===== src/rtl/assert_macros.svh =====
// Assertion macros shared by the search block's RTL.
// Plain text only; included by the files that carry assertions.
`ifndef ASSERT_MACROS_SVH
`define ASSERT_MACROS_SVH

// Condition that must hold at every clock edge outside reset.
`define DCES_ASSERT(lbl, clk, rst_n, prop, msg) \
    lbl: assert property (@(posedge clk) disable iff (!rst_n) (prop)) else $error(msg);

// Condition that must hold in the cycle after the trigger.
`define DCES_ASSERT_NEXT(lbl, clk, rst_n, trig, cons, msg) \
    lbl: assert property (@(posedge clk) disable iff (!rst_n) (trig) |=> (cons)) \
        else $error(msg);

`endif


===== src/rtl/dces_pkg.sv =====
// Package for the DAC code search block: codes, item structs, settle table.
// No dependencies; used by the interfaces and all RTL modules.
package dces_pkg;

    localparam int CMD_BITS      = 2;
    localparam int FIELD_CODE    = 12;
    localparam int OHMS_BITS     = 24;
    localparam int ACT_BITS      = 2;
    localparam int SETTLE_BITS   = 14;
    localparam int CODE_BITS_MAX = 16;

    localparam logic [CMD_BITS-1:0] CMD_START_EXP = 2'd0;
    localparam logic [CMD_BITS-1:0] CMD_START_BIN = 2'd1;
    localparam logic [CMD_BITS-1:0] CMD_MEASURE   = 2'd2;

    localparam logic [ACT_BITS-1:0] ACT_APPLY  = 2'd0;
    localparam logic [ACT_BITS-1:0] ACT_AGAIN  = 2'd1;
    localparam logic [ACT_BITS-1:0] ACT_DONE   = 2'd2;
    localparam logic [ACT_BITS-1:0] ACT_IGNORE = 2'd3;

    typedef enum logic [1:0] {
        PH_IDLE   = 2'd0,
        PH_EXP    = 2'd1,
        PH_REMEAS = 2'd2,
        PH_BIN    = 2'd3
    } phase_t;

    typedef struct packed {
        phase_t phase;
        logic   bias;
        logic   longer;
    } ctrl_t;

    typedef struct packed {
        logic [CMD_BITS-1:0]   command;
        logic [FIELD_CODE-1:0] start_code;
        logic [FIELD_CODE-1:0] end_code;
        logic [OHMS_BITS-1:0]  target_ohms;
        logic                  bias_channel;
        logic                  longer_settle;
        logic [OHMS_BITS-1:0]  measured_ohms;
    } req_t;

    typedef struct packed {
        logic [ACT_BITS-1:0]    action;
        logic [FIELD_CODE-1:0]  dac_code;
        logic [SETTLE_BITS-1:0] settle_ms;
    } rsp_t;

    // Settle wait per channel threshold table, doubled when a longer settle is requested.
    function automatic logic [SETTLE_BITS-1:0] settle_lookup(
        input logic                     bias,
        input logic                     longer,
        input logic [CODE_BITS_MAX-1:0] code
    );
        logic [SETTLE_BITS-1:0] t;
        if (bias) begin
            if (code < 16'd5)         t = 14'd6000;
            else if (code < 16'd20)   t = 14'd5000;
            else if (code < 16'd50)   t = 14'd1500;
            else if (code < 16'd100)  t = 14'd1000;
            else if (code < 16'd1000) t = 14'd750;
            else if (code < 16'd2000) t = 14'd300;
            else if (code < 16'd3000) t = 14'd150;
            else                      t = 14'd125;
        end
        else begin
            if (code < 16'd10)        t = 14'd500;
            else if (code < 16'd20)   t = 14'd250;
            else if (code < 16'd50)   t = 14'd200;
            else if (code < 16'd100)  t = 14'd150;
            else if (code < 16'd500)  t = 14'd140;
            else if (code < 16'd1000) t = 14'd130;
            else if (code < 16'd2000) t = 14'd125;
            else                      t = 14'd100;
        end
        return longer ? (t << 1) : t;
    endfunction

endpackage


===== src/rtl/dces_req_if.sv =====
// Request channel: start and measurement items with valid/ready handshake.
// Depends on dces_pkg for field widths.
interface dces_req_if;
    logic                              valid;
    logic                              ready;
    logic [dces_pkg::CMD_BITS-1:0]     command;
    logic [dces_pkg::FIELD_CODE-1:0]   start_code;
    logic [dces_pkg::FIELD_CODE-1:0]   end_code;
    logic [dces_pkg::OHMS_BITS-1:0]    target_ohms;
    logic                              bias_channel;
    logic                              longer_settle;
    logic [dces_pkg::OHMS_BITS-1:0]    measured_ohms;

    modport source (
        output valid, command, start_code, end_code, target_ohms,
               bias_channel, longer_settle, measured_ohms,
        input  ready
    );

    modport sink (
        input  valid, command, start_code, end_code, target_ohms,
               bias_channel, longer_settle, measured_ohms,
        output ready
    );
endinterface


===== src/rtl/dces_rsp_if.sv =====
// Result channel: action, code and settle time with valid/ready handshake.
// Depends on dces_pkg for field widths.
interface dces_rsp_if;
    logic                               valid;
    logic                               ready;
    logic [dces_pkg::ACT_BITS-1:0]      action;
    logic [dces_pkg::FIELD_CODE-1:0]    dac_code;
    logic [dces_pkg::SETTLE_BITS-1:0]   settle_ms;

    modport source (
        output valid, action, dac_code, settle_ms,
        input  ready
    );

    modport sink (
        input  valid, action, dac_code, settle_ms,
        output ready
    );
endinterface


===== src/rtl/dces_step.sv =====
// Next-state and result logic for one item of the DAC code search.
// Depends on dces_pkg; purely combinational, registered by the top level.
module dces_step #(
    parameter int CODE_BITS = 12
) (
    input  dces_pkg::req_t           item,
    input  dces_pkg::ctrl_t          ctrl_cur,
    input  logic [CODE_BITS:0]       probe_bound_cur,
    input  logic [CODE_BITS:0]       low_pos_cur,
    input  logic [CODE_BITS-1:0]     high_limit_cur,
    input  logic [CODE_BITS-1:0]     probe_code_cur,
    input  logic [CODE_BITS-1:0]     end_bound_cur,
    input  logic [dces_pkg::OHMS_BITS-1:0] goal_ohms_cur,
    output dces_pkg::ctrl_t          ctrl_next,
    output logic [CODE_BITS:0]       probe_bound_next,
    output logic [CODE_BITS:0]       low_pos_next,
    output logic [CODE_BITS-1:0]     high_limit_next,
    output logic [CODE_BITS-1:0]     probe_code_next,
    output logic [CODE_BITS-1:0]     end_bound_next,
    output logic [dces_pkg::OHMS_BITS-1:0] goal_ohms_next,
    output dces_pkg::rsp_t           result
);

    localparam logic [CODE_BITS-1:0] CODE_MAX = '1;

    typedef enum logic [2:0] {
        ADV_IGNORE,
        ADV_EXP,
        ADV_BIN,
        ADV_AGAIN,
        ADV_DONE,
        ADV_APPLY
    } adv_t;

    always_comb
    begin
        adv_t                 adv;
        logic [CODE_BITS-1:0] start_cb;
        logic [CODE_BITS:0]   fin_raw;
        logic [CODE_BITS:0]   mid;
        logic [CODE_BITS-1:0] fin_code;
        logic [CODE_BITS-1:0] ap;
        logic                 above;
        logic                 equal;

        ctrl_next        = ctrl_cur;
        probe_bound_next = probe_bound_cur;
        low_pos_next     = low_pos_cur;
        high_limit_next  = high_limit_cur;
        probe_code_next  = probe_code_cur;
        end_bound_next   = end_bound_cur;
        goal_ohms_next   = goal_ohms_cur;
        adv              = ADV_IGNORE;
        fin_raw          = '0;
        mid              = '0;
        ap               = '0;
        start_cb         = CODE_BITS'(item.start_code);
        above            = item.measured_ohms > goal_ohms_cur;
        equal            = item.measured_ohms == goal_ohms_cur;

        case (item.command)
            dces_pkg::CMD_START_EXP,
            dces_pkg::CMD_START_BIN:
            begin
                end_bound_next   = CODE_BITS'(item.end_code);
                goal_ohms_next   = item.target_ohms;
                ctrl_next.bias   = item.bias_channel;
                ctrl_next.longer = item.longer_settle;
                if (item.command == dces_pkg::CMD_START_EXP)
                begin
                    probe_bound_next = {1'b0, start_cb};
                    adv              = ADV_EXP;
                end
                else
                begin
                    low_pos_next    = {1'b0, start_cb};
                    high_limit_next = CODE_BITS'(item.end_code);
                    adv             = ADV_BIN;
                end
            end
            dces_pkg::CMD_MEASURE:
            begin
                case (ctrl_cur.phase)
                    dces_pkg::PH_EXP:
                    begin
                        if (above)
                        begin
                            probe_bound_next = (probe_bound_cur == '0) ?
                                (CODE_BITS+1)'(1) : (probe_bound_cur << 1);
                            adv = ADV_EXP;
                        end
                        else
                            adv = ADV_AGAIN;
                    end
                    dces_pkg::PH_REMEAS:
                    begin
                        if (equal)
                        begin
                            fin_raw = probe_bound_cur;
                            adv     = ADV_DONE;
                        end
                        else
                        begin
                            low_pos_next    = probe_bound_cur >> 1;
                            high_limit_next = (probe_bound_cur > {1'b0, CODE_MAX}) ?
                                CODE_MAX : probe_bound_cur[CODE_BITS-1:0];
                            adv = ADV_BIN;
                        end
                    end
                    dces_pkg::PH_BIN:
                    begin
                        if (above)
                        begin
                            low_pos_next = {1'b0, probe_code_cur} + (CODE_BITS+1)'(1);
                            adv          = ADV_BIN;
                        end
                        else if (equal)
                        begin
                            fin_raw = {1'b0, probe_code_cur};
                            adv     = ADV_DONE;
                        end
                        else
                        begin
                            high_limit_next = probe_code_cur;
                            adv             = ADV_BIN;
                        end
                    end
                    default:
                        adv = ADV_IGNORE;
                endcase
            end
            default:
                adv = ADV_IGNORE;
        endcase

        // Resolve the advance step: probe, re-measure or finish.
        if (adv == ADV_EXP)
        begin
            if (probe_bound_next < {1'b0, end_bound_next})
            begin
                ap              = probe_bound_next[CODE_BITS-1:0];
                ctrl_next.phase = dces_pkg::PH_EXP;
                adv             = ADV_APPLY;
            end
            else
                adv = ADV_AGAIN;
        end
        else if (adv == ADV_BIN)
        begin
            if (low_pos_next < {1'b0, high_limit_next})
            begin
                mid = low_pos_next +
                      (({1'b0, high_limit_next} - low_pos_next) >> 1);
                ap              = mid[CODE_BITS-1:0];
                ctrl_next.phase = dces_pkg::PH_BIN;
                adv             = ADV_APPLY;
            end
            else
            begin
                fin_raw = (low_pos_next != '0) ?
                          (low_pos_next - (CODE_BITS+1)'(1)) : low_pos_next;
                adv     = ADV_DONE;
            end
        end

        fin_code = (fin_raw > {1'b0, CODE_MAX}) ? CODE_MAX : fin_raw[CODE_BITS-1:0];

        case (adv)
            ADV_APPLY:
            begin
                probe_code_next  = ap;
                result.action    = dces_pkg::ACT_APPLY;
                result.dac_code  = dces_pkg::FIELD_CODE'(ap);
                result.settle_ms = dces_pkg::settle_lookup(ctrl_next.bias,
                    ctrl_next.longer, dces_pkg::CODE_BITS_MAX'(ap));
            end
            ADV_AGAIN:
            begin
                ctrl_next.phase  = dces_pkg::PH_REMEAS;
                result.action    = dces_pkg::ACT_AGAIN;
                result.dac_code  = dces_pkg::FIELD_CODE'(probe_code_cur);
                result.settle_ms = '0;
            end
            ADV_DONE:
            begin
                ctrl_next.phase  = dces_pkg::PH_IDLE;
                result.action    = dces_pkg::ACT_DONE;
                result.dac_code  = dces_pkg::FIELD_CODE'(fin_code);
                result.settle_ms = '0;
            end
            default:
            begin
                result.action    = dces_pkg::ACT_IGNORE;
                result.dac_code  = '0;
                result.settle_ms = '0;
            end
        endcase
    end

endmodule


===== src/rtl/dac_code_exponential_search_unit.sv =====
// DAC code search block: usage
// req channel takes start items (exponential or binary search) and
// measurement items; rsp channel gives exactly one result item per request
// item, in order: apply a code and wait settle_ms, measure again, done with
// the found code, or ignored.
// Flow: a request accepted lands in the input register; when it moves on,
// the search state and the result register update together, and the result
// is valid from then until it is taken.
// Throughput: one item per cycle while rsp is not held off; each item is one
// compare against the target plus one bound update in a single step stage
// between the input register and the result register.
// Stall: while rsp is held off, the result register keeps its item and the
// input register takes one more request; req.ready then drops until the
// result is taken.
// Reset (rst_n low, asynchronous) empties both registers and returns the
// search to idle with all bounds, codes and the target at zero.
// Depends on dces_pkg, dces_req_if, dces_rsp_if, dces_step, assert_macros.svh.
`include "assert_macros.svh"

module dac_code_exponential_search_unit #(
    parameter int CODE_BITS = 12
) (
    input  logic        clk,
    input  logic        rst_n,
    dces_req_if.sink    req,
    dces_rsp_if.source  rsp
);

    logic                              req_valid_reg;
    dces_pkg::req_t                    req_item_reg;
    logic                              rsp_valid_reg;
    dces_pkg::rsp_t                    rsp_item_reg;
    logic                              advance;

    dces_pkg::ctrl_t                   ctrl_reg;
    dces_pkg::ctrl_t                   ctrl_next;
    logic [CODE_BITS:0]                probe_bound_reg;
    logic [CODE_BITS:0]                probe_bound_next;
    logic [CODE_BITS:0]                low_pos_reg;
    logic [CODE_BITS:0]                low_pos_next;
    logic [CODE_BITS-1:0]              high_limit_reg;
    logic [CODE_BITS-1:0]              high_limit_next;
    logic [CODE_BITS-1:0]              probe_code_reg;
    logic [CODE_BITS-1:0]              probe_code_next;
    logic [CODE_BITS-1:0]              end_bound_reg;
    logic [CODE_BITS-1:0]              end_bound_next;
    logic [dces_pkg::OHMS_BITS-1:0]    goal_ohms_reg;
    logic [dces_pkg::OHMS_BITS-1:0]    goal_ohms_next;
    dces_pkg::rsp_t                    rsp_next;

    assign advance   = req_valid_reg && (!rsp_valid_reg || rsp.ready);
    assign req.ready = !req_valid_reg || advance;

    assign rsp.valid     = rsp_valid_reg;
    assign rsp.action    = rsp_item_reg.action;
    assign rsp.dac_code  = rsp_item_reg.dac_code;
    assign rsp.settle_ms = rsp_item_reg.settle_ms;

    always_ff @(posedge clk or negedge rst_n)
    begin
        if (!rst_n)
        begin
            req_valid_reg <= 1'b0;
            rsp_valid_reg <= 1'b0;
        end
        else
        begin
            if (req.ready)
                req_valid_reg <= req.valid;
            if (advance)
                rsp_valid_reg <= 1'b1;
            else if (rsp.ready)
                rsp_valid_reg <= 1'b0;
        end
    end

    always_ff @(posedge clk)
    begin
        if (req.valid && req.ready)
        begin
            req_item_reg.command       <= req.command;
            req_item_reg.start_code    <= req.start_code;
            req_item_reg.end_code      <= req.end_code;
            req_item_reg.target_ohms   <= req.target_ohms;
            req_item_reg.bias_channel  <= req.bias_channel;
            req_item_reg.longer_settle <= req.longer_settle;
            req_item_reg.measured_ohms <= req.measured_ohms;
        end
        if (advance)
            rsp_item_reg <= rsp_next;
    end

    always_ff @(posedge clk or negedge rst_n)
    begin
        if (!rst_n)
        begin
            ctrl_reg        <= '{phase: dces_pkg::PH_IDLE, bias: 1'b0, longer: 1'b0};
            probe_bound_reg <= '0;
            low_pos_reg     <= '0;
            high_limit_reg  <= '0;
            probe_code_reg  <= '0;
            end_bound_reg   <= '0;
            goal_ohms_reg   <= '0;
        end
        else if (advance)
        begin
            ctrl_reg        <= ctrl_next;
            probe_bound_reg <= probe_bound_next;
            low_pos_reg     <= low_pos_next;
            high_limit_reg  <= high_limit_next;
            probe_code_reg  <= probe_code_next;
            end_bound_reg   <= end_bound_next;
            goal_ohms_reg   <= goal_ohms_next;
        end
    end

    dces_step #(
        .CODE_BITS (CODE_BITS)
    ) u_step (
        .item             (req_item_reg),
        .ctrl_cur         (ctrl_reg),
        .probe_bound_cur  (probe_bound_reg),
        .low_pos_cur      (low_pos_reg),
        .high_limit_cur   (high_limit_reg),
        .probe_code_cur   (probe_code_reg),
        .end_bound_cur    (end_bound_reg),
        .goal_ohms_cur    (goal_ohms_reg),
        .ctrl_next        (ctrl_next),
        .probe_bound_next (probe_bound_next),
        .low_pos_next     (low_pos_next),
        .high_limit_next  (high_limit_next),
        .probe_code_next  (probe_code_next),
        .end_bound_next   (end_bound_next),
        .goal_ohms_next   (goal_ohms_next),
        .result           (rsp_next)
    );

    // Doubling only continues below the end bound, so the bound cannot wrap.
    `DCES_ASSERT(a_exp_below_end, clk, rst_n,
        ctrl_reg.phase != dces_pkg::PH_EXP || probe_bound_reg < {1'b0, end_bound_reg},
        "exponential probe bound not below end bound")
    // A binary probe is only pending over a non-empty interval.
    `DCES_ASSERT(a_bin_interval, clk, rst_n,
        ctrl_reg.phase != dces_pkg::PH_BIN || low_pos_reg < {1'b0, high_limit_reg},
        "binary search pending over empty interval")
    `DCES_ASSERT_NEXT(a_done_idles, clk, rst_n,
        advance && rsp_next.action == dces_pkg::ACT_DONE,
        ctrl_reg.phase == dces_pkg::PH_IDLE,
        "search not idle after done result")
    `DCES_ASSERT(a_quiet_settle, clk, rst_n,
        !rsp_valid_reg || rsp_item_reg.action == dces_pkg::ACT_APPLY ||
        rsp_item_reg.settle_ms == '0,
        "settle time on a result that applies no code")
    `DCES_ASSERT(a_ready_when_free, clk, rst_n,
        rsp_valid_reg || req.ready,
        "request stalled with result register empty")

endmodule


===== src/flat_wrapper.sv =====
// flat-port wrapper written by rule: the top's interface ports become plain ports
module dac_code_exponential_search_unit_flat 
#(
    parameter int CODE_BITS = 12
)
  (clk, rst_n, req_valid, req_command, req_start_code, req_end_code, req_target_ohms, req_bias_channel, req_longer_settle, req_measured_ohms, req_ready, rsp_valid, rsp_action, rsp_dac_code, rsp_settle_ms, rsp_ready);
  dces_req_if req_i ();
  dces_rsp_if rsp_i ();
  input  logic clk;
  input  logic rst_n;
  input wire logic [$bits(req_i.valid)-1:0] req_valid;
  input wire logic [$bits(req_i.command)-1:0] req_command;
  input wire logic [$bits(req_i.start_code)-1:0] req_start_code;
  input wire logic [$bits(req_i.end_code)-1:0] req_end_code;
  input wire logic [$bits(req_i.target_ohms)-1:0] req_target_ohms;
  input wire logic [$bits(req_i.bias_channel)-1:0] req_bias_channel;
  input wire logic [$bits(req_i.longer_settle)-1:0] req_longer_settle;
  input wire logic [$bits(req_i.measured_ohms)-1:0] req_measured_ohms;
  output wire logic [$bits(req_i.ready)-1:0] req_ready;
  output wire logic [$bits(rsp_i.valid)-1:0] rsp_valid;
  output wire logic [$bits(rsp_i.action)-1:0] rsp_action;
  output wire logic [$bits(rsp_i.dac_code)-1:0] rsp_dac_code;
  output wire logic [$bits(rsp_i.settle_ms)-1:0] rsp_settle_ms;
  input wire logic [$bits(rsp_i.ready)-1:0] rsp_ready;
  assign req_i.valid = req_valid;
  assign req_i.command = req_command;
  assign req_i.start_code = req_start_code;
  assign req_i.end_code = req_end_code;
  assign req_i.target_ohms = req_target_ohms;
  assign req_i.bias_channel = req_bias_channel;
  assign req_i.longer_settle = req_longer_settle;
  assign req_i.measured_ohms = req_measured_ohms;
  assign req_ready = req_i.ready;
  assign rsp_valid = rsp_i.valid;
  assign rsp_action = rsp_i.action;
  assign rsp_dac_code = rsp_i.dac_code;
  assign rsp_settle_ms = rsp_i.settle_ms;
  assign rsp_i.ready = rsp_ready;
  dac_code_exponential_search_unit #(.CODE_BITS(CODE_BITS)) u_core (.clk(clk), .rst_n(rst_n), .req(req_i), .rsp(rsp_i));
endmodule

===== config.mk =====
export PLATFORM = sky130hd
export DESIGN_NAME = dac_code_exponential_search_unit_flat
export DESIGN_NICKNAME = d
export VERILOG_FILES = /design/src/rtl/dces_pkg.sv /design/src/rtl/dces_req_if.sv /design/src/rtl/dces_rsp_if.sv /design/src/rtl/dces_step.sv /design/src/rtl/dac_code_exponential_search_unit.sv /design/src/flat_wrapper.sv
export VERILOG_INCLUDE_DIRS = /design/src /design/src/rtl
export SDC_FILE = /design/constraint.sdc
export NUM_CORES = 1
export LEC_CHECK = 0
export BUFFER_PORTS_ARGS = -buffer_cell sky130_fd_sc_hd__clkbuf_2
export CAP_MARGIN = 5
export CORE_MARGIN = 1.5
export CORE_UTILIZATION = 63
export CTS_CLUSTER_DIAMETER = 80
export DETAILED_ROUTE_END_ITERATION = 8
export PLACE_DENSITY_LB_ADDON = 0.1
export SETUP_SLACK_MARGIN = 0.4
export SYNTH_ARGS = -nofsm -noshare
export SYNTH_HDL_FRONTEND = slang
export SYNTH_SLANG_ARGS = --single-unit
export TNS_END_PERCENT = 10

===== constraint.sdc =====
create_clock -name clk -period 25.1 [get_ports clk]
set_input_delay 5.02 -clock clk [delete_from_list [all_inputs] [get_ports clk]]
set_output_delay 5.02 -clock clk [all_outputs]
set_load 0.02 [all_outputs]

======== Word level (Yosys, flattened, before mapping) ========
Cells that the tools add are included.
word-level totals
  logic and storage cells ................. 134
  output and inout bits ................... 30
  register bits after elaboration ......... 196
cells by class
  eq/ne operators ......................... 12
  mux-type cells .......................... 67
  order comparisons ....................... 14
  add/sub/neg operators ................... 4
  reductions and logical operators ........ 16
operators by type and width
  cell                   number
  $mux 13                15
  $mux 12                13
  $pmux 13 s2            4
  $pmux 28 s3            1
  $mux 8                 6
  $pmux 12 s2            2
  $mux 14                2
  $gt 13x12->1 const B   2
  $lt 13x12->1           2
  $eq 24x24->1           1
  $gt 24x24->1           1
  $mux 10                2
  $mux 9                 2
  $mux 3                 5
  $mux 2                 7
  $add 12x1->13 const B  1
  $logic_not 13->1       1
  $reduce_bool 13->1     1
  $sub 12x13->13         1
  $sub 13x1->13 const B  1
  $add 12x12->12         1
  $lt 12x10->1 const B   1
  $lt 12x11->1 const B   1
  $lt 12x12->1 const B   1
  27 further kinds       39

======== Depth between registers and ports, before layout ========
Gate-level depths: netlist of run 1.
  word-level depth ........................ 21
  mapped depth ............................ 39
  mapped depth without buffers ............ 37

======== By module ========
A second synthesis of run 1 with hierarchy kept.
second synthesis, totals
  cells, all modules ...................... 1,211
  area, all modules ....................... 12,995.0 um^2
modules (own cells, without submodules)
  module                            cells each  area an instance (um^2)  times used  sequential area each (um^2)
  dac_code_exponential_search_unit  302         7,016.7                  1           5,425.2
  dces_step                         909         5,978.2                  1           0.0

======== Worst setup path before layout of run 1 ========
OpenSTA, ideal clock, no wires.
  path kind ............................... input-to-output
  from .................................... input port rsp_ready
  to ...................................... output port req_ready
  arrival time ............................ 5.298 ns
  required time ........................... 20.080 ns
  buffers on the path ..................... 0
  stages .................................. 1
  slack ................................... 14.782 ns
  cells stage by stage .................... nand3b_1
on the way
  word-level cells in the longest chain between the ends .. 3
ends and longest elaborated chain
  item                RTL line                                text
  start: declaration  flat_wrapper.sv:24                      input wire logic [$bits(rsp_i.ready)-1:0] rsp_ready;
  $logic_or 1x1->1    dac_code_exponential_search_unit.sv:51  assign advance = req_valid_reg && (!rsp_valid_reg || rsp.ready);
  $logic_and 1x1->1   dac_code_exponential_search_unit.sv:51
  $logic_or 1x1->1    dac_code_exponential_search_unit.sv:52  assign req.ready = !req_valid_reg || advance;
  end: declaration    flat_wrapper.sv:19                      output wire logic [$bits(req_i.ready)-1:0] req_ready;
Every way passes these cells.

======== Worst setup path after layout of run 1 ========
Ends and elaborated chain as after synthesis.

==> metrics.txt, run 1 <==
crit path kind in -> out; DP Wirelength 28800 um; TNS Setup 0 ns; die height 144 um; vias in the first global route 10.7k; filler cell count in the final layout 1511; Setup Viol. Count Final 0; H-tree Lvls 4; #FFs+latches synth approximately 200; Final min period ~10 ns; fin area 0.0140 mm^2; largest area contributor in the netlist edfxtp_1; worst-case clock buffer depth 2; register area share after synthesis 43.0%; final net count roughly 1.6k; Critical Path RT 20.08 ns; DRT Wirelength between 30000 and 40000 um; 1st-pass router iterations 8; Die X between 100 and 150 um; final number of max-transition violations 0; post-synthesis async set-or-reset flop share between 40% and 50%; DRC errors left 0; drt wl/cell 23.0 um; actual slew at the worst max-slew pin 1.26 ns; crit start category primary input; # hold bufs at CTS 0; vias 11.5k; Rows between 50 and 60; storage element area 0.00543 mm^2; Peak VDD IR 167 uV; Cell Count, Final, Fillers Out 1715; GRT Util Overall 38.8%; Syn Nets 1491; RePlAce Congestion around 1.1; grt ovf 0; critical path arrival 5.46 ns; synthesis-to-layout area growth 11.2%; postcts setup bufs 0; I/O Buffers 109; Leak 0.00583 uW; Starting Density 64.6%; Cells after Synth 1350; largest net degree at the start of global routing 77; relative slew slack 15.5%; Post-Syn Area 0.0126 mm^2; global-route wire length before repair between 60000 and 70000 um; Routed Antenna Nets 0; main area contributors after synthesis edfxtp_1 25%, dfrtp_1 18%, ha_1 5.9%, nand2_1 5.6%, o21ai_0 4.9%; # IOs 110; CTS tree yes; max reg flops 76; proportion of layout cells with a drive suffix above 1 around 16%; Synth top area share 24.8%; Clock Latency Late Sink 0.45 ns; Worst Skew 0.00938 ns; die area 0.0209 mm^2; Num CTS Buffers 17; Multi-input gate area around 0.0067 mm^2; Fmax 0.0954 GHz; Core Util, Final between 70 and 80%; Final Cycle Share 41.8%; DRT iter0 DRCs 1517; core area 0.0195 mm^2; Fin. Hold Viols 0; max cap viols 0; Clock Sinks a little under 200; EDFF count, synth between 100 and 150; initial antenna violation count 0; Fin Hold WS between 0.4 and 0.5 ns; RSZ-0062 raised after global routing false; Worst-path clk slew 0.08 ns; Yosys warning total 0; top-count cell post-synth nand2_1; CP max FO 3; synth unique cells 95; most used flip-flop cell after synthesis edfxtp_1; Via density 6.70; Hold WC Path Type reg -> reg; Commonest cells post-synth 188 x nand2_1, 123 x o21ai_0, 104 x edfxtp_1; Clock Tree Root clkbuf_16; Post-Place Cell Area roughly 0.013 mm^2; dpl cells 1682; P per Cell Area 141 mW/mm^2; Resized Gates After CTS 0; Post-Syn Area per Cell a little over 9 um^2; CP Capture Type primary output; run status completed
==> logic make-up after synthesis <==
logic type | Yosys count | share of synthesized area (%)
AOI/OAI and AO/OA | 444 | 23.7
and+or+nand+nor | 441 | 16.6
DFF | 196 | 43.0
buffers and inverters | 125 | 4.02
adders and majority gates | 61 | 6.17
muxes | 45 | 3.79
xor gates and xnor gates | 38 | 2.76
==> layout make-up <==
type,instances,area share [%]
multi-input combinational,1029,47.8
antenna,1,0.0178
inverter,59,1.58
clock buffer,18,3.13
timing repair buffer,133,5.19
sequential,196,38.7
clock inverter,14,1.26
tap,265,2.36
==> critical path: stages <==
cell      delay (ns)
clkbuf_2        0.08
nand3b_1        0.18
clkbuf_2        0.18
==> per-layer routing <==
layer	wire length (um)	global-route usage (%)	vias to the layer above
met5	0	0	-
met4	2230	20.4	0
met3	4180	8.48	151
met2	17000	57.9	757
met1	16000	53.1	5369
li1	-	-	5218
==> metrics by stage <==
step / setup slack (ns) / power, uW
2_1_floorplan: 14.78 / 1320
3_3_place_gp: 14.63 / 1630
3_5_place_dp: 14.62 / 1650
4_1_cts: 14.61 / 1930
5_1_grt: 14.58 / 2090
6_report: 14.62 / 1980
==> power breakdown <==
part	total (uW)	switching, uW	internal (uW)
logic	1190	762	423
clock network	281	143	138
registers	511	88.6	422
total	1980	994	984
==> cells in the final DEF (no fill, tap or decap), types with 22 or more instances in the layout <==
cell type	count
nor3_1	30
mux2i_1	23
nand3_1	29
a21oi_1	92
mux2_2	22
clkbuf_2	108
xnor2_1	27
nor2_1	85
inv_1	56
buf_4	25
dfrtp_1	92
o21ai_0	123
ha_1	59
a21o_1	27
nand2_1	187
edfxtp_1	104
==> final timing paths <==
check                                   startpoint                        end  slack [ns]  cells after the start
max reg2reg                u_core.req_item_reg[19]    u_core.rsp.settle_ms[1]       15.50                     30
max in group asynchronous                    rst_n  u_core.high_limit_reg[10]       19.38                      2
min in group asynchronous                    rst_n    u_core.goal_ohms_reg[9]        4.52                      1
min reg2reg                u_core.req_item_reg[45]   u_core.goal_ohms_reg[19]        0.46                      2
max                                      rsp_ready                  req_ready       14.62                      3
min                        u_core.req_item_reg[45]   u_core.goal_ohms_reg[19]        0.46                      2
(Power assumes the default switching activity.)
==> inputs of run 2 (changes only) <==
- CORE_UTILIZATION: 63 -> 55
- clock period: 25.1 -> 8.5 ns (I/O delays scaled with it)
==> metrics.txt, run 2 (synthesis gave the netlist of run 1 again) <==
Starting Density a little under three fifths; Setup Viol. Count Final 0; die height 154 um; I/O Buffers ~110; final net count 1618; TNS Setup 0 ns; Final Cycle Share 91.6%; drt wl/cell 23.2 um; Num CTS Buffers 17; Worst R2R Setup Slack 0.71 ns; Worst Hold Path EP u_core.goal_ohms_reg[2]; run status completed; Fmax 0.128 GHz; hold path cells 2; DRC errors left 0; Fin Hold WS 0.462 ns; reg2reg path depth 28; max reg flops 76; CP Capture Type flop; commonest non-fill, non-tap cell in the layout nand2_1; final number of max-transition violations 0; CP max FO 9; synthesis-to-layout area growth 15.0%; Final min period 7.79 ns; Fin. Hold Viols 0; FF-to-FF Start u_core.req_item_reg[17]; Clock Latency Late Sink 0.45 ns; Hold WC Path Type reg -> reg; global-route wire length before repair approximately 63000 um; Clock Sinks 196; filler cell count in the final layout 1933; Antenna diodes 0; # hold bufs at CTS 0; Leak 0.00607 uW; die area around 0.024 mm^2; slowest CP cell nor4b_1; most frequent cells in the layout 187 x nand2_1, 118 x o21ai_0, 108 x clkbuf_2; Peak VDD IR 430 uV; initial antenna violation count 0; GRT Util Overall 35.0%; critical path arrival roughly 8.0 ns; largest net degree at the start of global routing 77; crit path kind reg -> reg; CTS tree yes; vias 11.5k; largest stage delay on the critical path roughly 0.62 ns; Worst Skew approximately 0.015 ns; relative slew slack between 10% and 20%; Rows 55; Critical Path RT 8.71 ns; Worst-path clk slew about 0.090 ns; P per Cell Area between 400 and 500 mW/mm^2; DRT Wirelength 41100 um; vias in the first global route 10.9k; RePlAce Congestion 1.04; # IOs 110; Die X about 150 um; DP Wirelength 30600 um; H-tree Lvls 4; Routed Antenna Nets 0; crit start category flop; max cap viols 0; Hold Startpoint u_core.req_item_reg[28]; actual slew at the worst max-slew pin 1.26 ns; Via density 6.48; Clock Tree Root clkbuf_16; RSZ-0062 raised after global routing false; DRT iter0 DRCs 1237; 1st-pass router iterations 8; grt ovf 0; worst-case clock buffer depth 2; core area 0.0226 mm^2; R2R Path End u_core.rsp.settle_ms[1]; proportion of layout cells with a drive suffix above 1 19.5%
==> run 2: power by group <==
part           switching [uW]  total (uW)  internal, uW
sequential                272        1520          1250
combinational            2370        3760          1390
clock                     429         864           435
total                    3070        6140          3070
==> run 2: worst max path at each step <==
stage | from | slack [ns] | to
6_report | u_core.req_item_reg[17] | 0.71 | u_core.rsp.settle_ms[1]
3_3_place_gp | u_core.goal_ohms_reg[19] | 0.42 | u_core.rsp.settle_ms[1]
5_1_grt | u_core.goal_ohms_reg[17] | 0.39 | u_core.rsp.settle_ms[7]
4_1_cts | u_core.req_item_reg[19] | 0.44 | u_core.rsp.settle_ms[3]
2_1_floorplan | u_core.req_item_reg[75] | 0.64 | u_core.rsp.settle_ms[1]
3_5_place_dp | u_core.req_item_reg[19] | 0.20 | u_core.rsp.settle_ms[1]
==> run 2: timing repair <==
item | 4_1_cts | 5_1_grt
gates cloned | 0 | 1
setup buffers | 1 | 8
pin swaps | 2 | 9
endpoints found under the setup margin | 10 | 14
hold endpoints to repair | 0 | 0
gates resized for setup | 2 | 24
==> run 2: area by class of cell <==
class	instances	area, um^2	share of cell area [%]
Clock buffer	17	425	2.93
Inverter	59	221	1.53
Clock inverter	15	220	1.52
Sequential cell	196	5430	37.4
Tap cell	285	357	2.46
Timing Repair Buffer	173	1040	7.15
Multi-Input combinational cell	1030	6810	47.0
==> run 2: critical path: cells and delay by family, from the launching register on <==
| family | cells | cell delay, ns |
|---|---|---|
| AOI/OAI and AO/OA | 12 | 3.25 |
| xor gates and xnor gates | 1 | 0.18 |
| adders and majority gates | 3 | 0.98 |
| buffers and inverters | 3 | 0.66 |
| DFF | 1 | 0.38 |
| muxes | 1 | 0.27 |
| and+or+nand+nor | 8 | 1.83 |
==> run 2: layer usage <==
metal / up-vias / track usage, % / wire, um
met4: 0 / 15.8 / 1940
met2: 622 / 51.9 / 17400
met3: 121 / 7.62 / 3830
li1: 5285 / - / -
met5: - / 0 / 0
met1: 5480 / 49.2 / 17900
==> run 2: metrics by stage <==
step                      setup WS, ns  total power [uW]  std cells  instance area (um^2)  utilization (%)
after detailed placement         0.196              4990       1733                 13700             60.5
after global placement           0.424              4990       1733                 13700             60.5
final                            0.710              6140       1775                 14500             64.2
after CTS                        0.436              5880       1766                 14300             63.4
after global routing             0.393              6490       1775                 14500             64.2
after floorplan                  0.642              3880       1350                 12600                -
==> inputs of run 3 (changes only) <==
- CORE_ASPECT_RATIO: not set -> 1.2
==> metrics.txt, run 3 (synthesis gave the netlist of run 1 again) <==
actual slew at the worst max-slew pin 1.12 ns; Worst Skew 0.0184 ns; Routed Antenna Nets 0; Fmax 0.129 GHz; drt wl/cell 23.3 um; run status completed; internal power 3030 uW; Setup WS pre-CTS 0.0382 ns; core area 0.0224 mm^2; proportion of layout cells with a drive suffix above 1 19.2%; Final min period 7.73 ns; R2R Path End u_core.rsp.settle_ms[1]; combinational share of power 60.8%; hold path cells 2; Post-Place Cell Area 0.0136 mm^2; Net Sw Frac roughly half; DRC errors left 0; Antenna diodes 0; P per Cell Area 421 mW/mm^2; TNS Setup 0 ns; largest stage delay on the critical path a little under 0.4 ns; Clock Latency Late Sink ~0.45 ns; die height 169 um; relative slew slack 25.3%; max reg flops 76; Critical Path RT roughly 8.7 ns; final net count 1613; DRT iter0 DRCs 1186; RSZ-0062 raised after global routing false; Die X 141 um; Num CTS Buffers 17; share of power burned in registers approximately 25%; storage element area 0.00543 mm^2; max cap viols 0; Clock Tree Root clkbuf_16; crit path kind reg -> reg; # hold bufs at CTS 0; Hold Startpoint u_core.req_item_reg[45]; NetSw about 3000 uW; vias in the first global route 11.1k; Multi-input gate area 0.00678 mm^2; I/O Buffers 109; final worst slack 0.768 ns; Setup Viol. Count Final 0; Leak 0.00604 uW; Peak VDD IR approximately 240 uV; reg2reg path depth 32; synthesis-to-layout area growth 14.4%; power share of the clock group 14.5%; filler cell count in the final layout 1843; critical path arrival between 7 and 8 ns; Clock Sinks between 150 and 200; DP Wirelength 30300 um; FF-to-FF Start u_core.goal_ohms_reg[19]; Worst Hold Path EP u_core.goal_ohms_reg[19]; Worst-path clk slew 0.09 ns; grt ovf 0; GRT Util Overall 35.0%; worst-case clock buffer depth 2; global-route wire length before repair between 60000 and 70000 um; CP max FO 6; DRT Wirelength 41100 um; Worst R2R Setup Slack 0.77 ns; crit start category flop; CTS tree yes; 1st-pass router iterations 6; # IOs 110; final number of max-transition violations 0; Via density around 6.5; slowest CP cell o41ai_1; Core Util, Final 64.3%; CP Capture Type flop; Fin. Hold Viols 0; most frequent cells in the layout 186 x nand2_1, 119 x o21ai_0, 108 x clkbuf_2; initial antenna violation count 0; RePlAce Congestion 1.01; die area ~0.024 mm^2; H-tree Lvls 4; Hold WC Path Type reg -> reg; Rows 60; largest net degree at the start of global routing 77; vias 11.5k; Starting Density 56.2%; fin area 0.0144 mm^2; commonest non-fill, non-tap cell in the layout nand2_1; Final Cycle Share around 91%
## run 3: cell types whose count changed in the layout (fill, tap and decap cells not counted), sizes merged
cell / before / now
buf: 65 / 61
inv: 65 / 66
nor4: 13 / 12
clkinv: 8 / 7
## run 3: area by class of cell
cell class,count,share of cell area [%]
Clock buffer,17,2.95
Clock inverter,15,1.53
Inverter,59,1.53
Multi-Input combinational cell,1029,47.0
Sequential cell,196,37.6
Tap cell,279,2.42
Timing Repair Buffer,169,7.01
## run 3: power by group through the flow
stage                     combinational, uW  clock, uW  sequential, uW
after floorplan                        2440          0            1440
after global placement                 3500          0            1500
after detailed placement               3500          0            1500
after CTS                              3530        894            1480
after global routing                   3970        919            1510
final                                  3690        883            1500
## run 3: per-layer routing
metal | GRT usage [%] | up-vias | part of all wire, %
met5 | 0 | - | 0
met4 | 23.1 | 0 | 7.4
met3 | 5.80 | 170 | 8.2
met2 | 57.0 | 642 | 47
met1 | 42.9 | 5404 | 38
li1 | - | 5282 | -
## run 3: worst max path at each step
stage | endpoint | startpoint | cells past startpoint
after floorplan | u_core.rsp.settle_ms[1] | u_core.req_item_reg[75] | 33
after global placement | u_core.rsp.settle_ms[1] | u_core.goal_ohms_reg[11] | 35
after detailed placement | u_core.rsp.settle_ms[1] | u_core.req_item_reg[19] | 34
after CTS | u_core.rsp.settle_ms[1] | u_core.goal_ohms_reg[23] | 35
after global routing | u_core.rsp.settle_ms[1] | u_core.goal_ohms_reg[19] | 36
final | u_core.rsp.settle_ms[1] | u_core.goal_ohms_reg[19] | 32
## run 3: through the flow
step	hold slack (ns)	total power, uW	instances
after floorplan	0.426	3880	1350
final	0.450	6070	1764
after global placement	0.433	4990	1720
after detailed placement	0.439	5000	1720
after global routing	0.484	6400	1764
after CTS	0.458	5900	1755
## run 3: worst max-delay path: cells and delay by family, from the launching register on
family	cells	cell delay, ns
mux	1	0.28
buf+inv	4	0.58
fa+ha+maj	3	0.95
flops	1	0.33
compound gates	14	3.36
simple gates	8	1.51
xor+xnor	2	0.43
## run 3: repair_timing
action                     4_1_cts  5_1_grt
gates resized for setup          4       23
setup endpoints to repair       13       14
pin swaps                        2       11
buffers inserted                 3        9
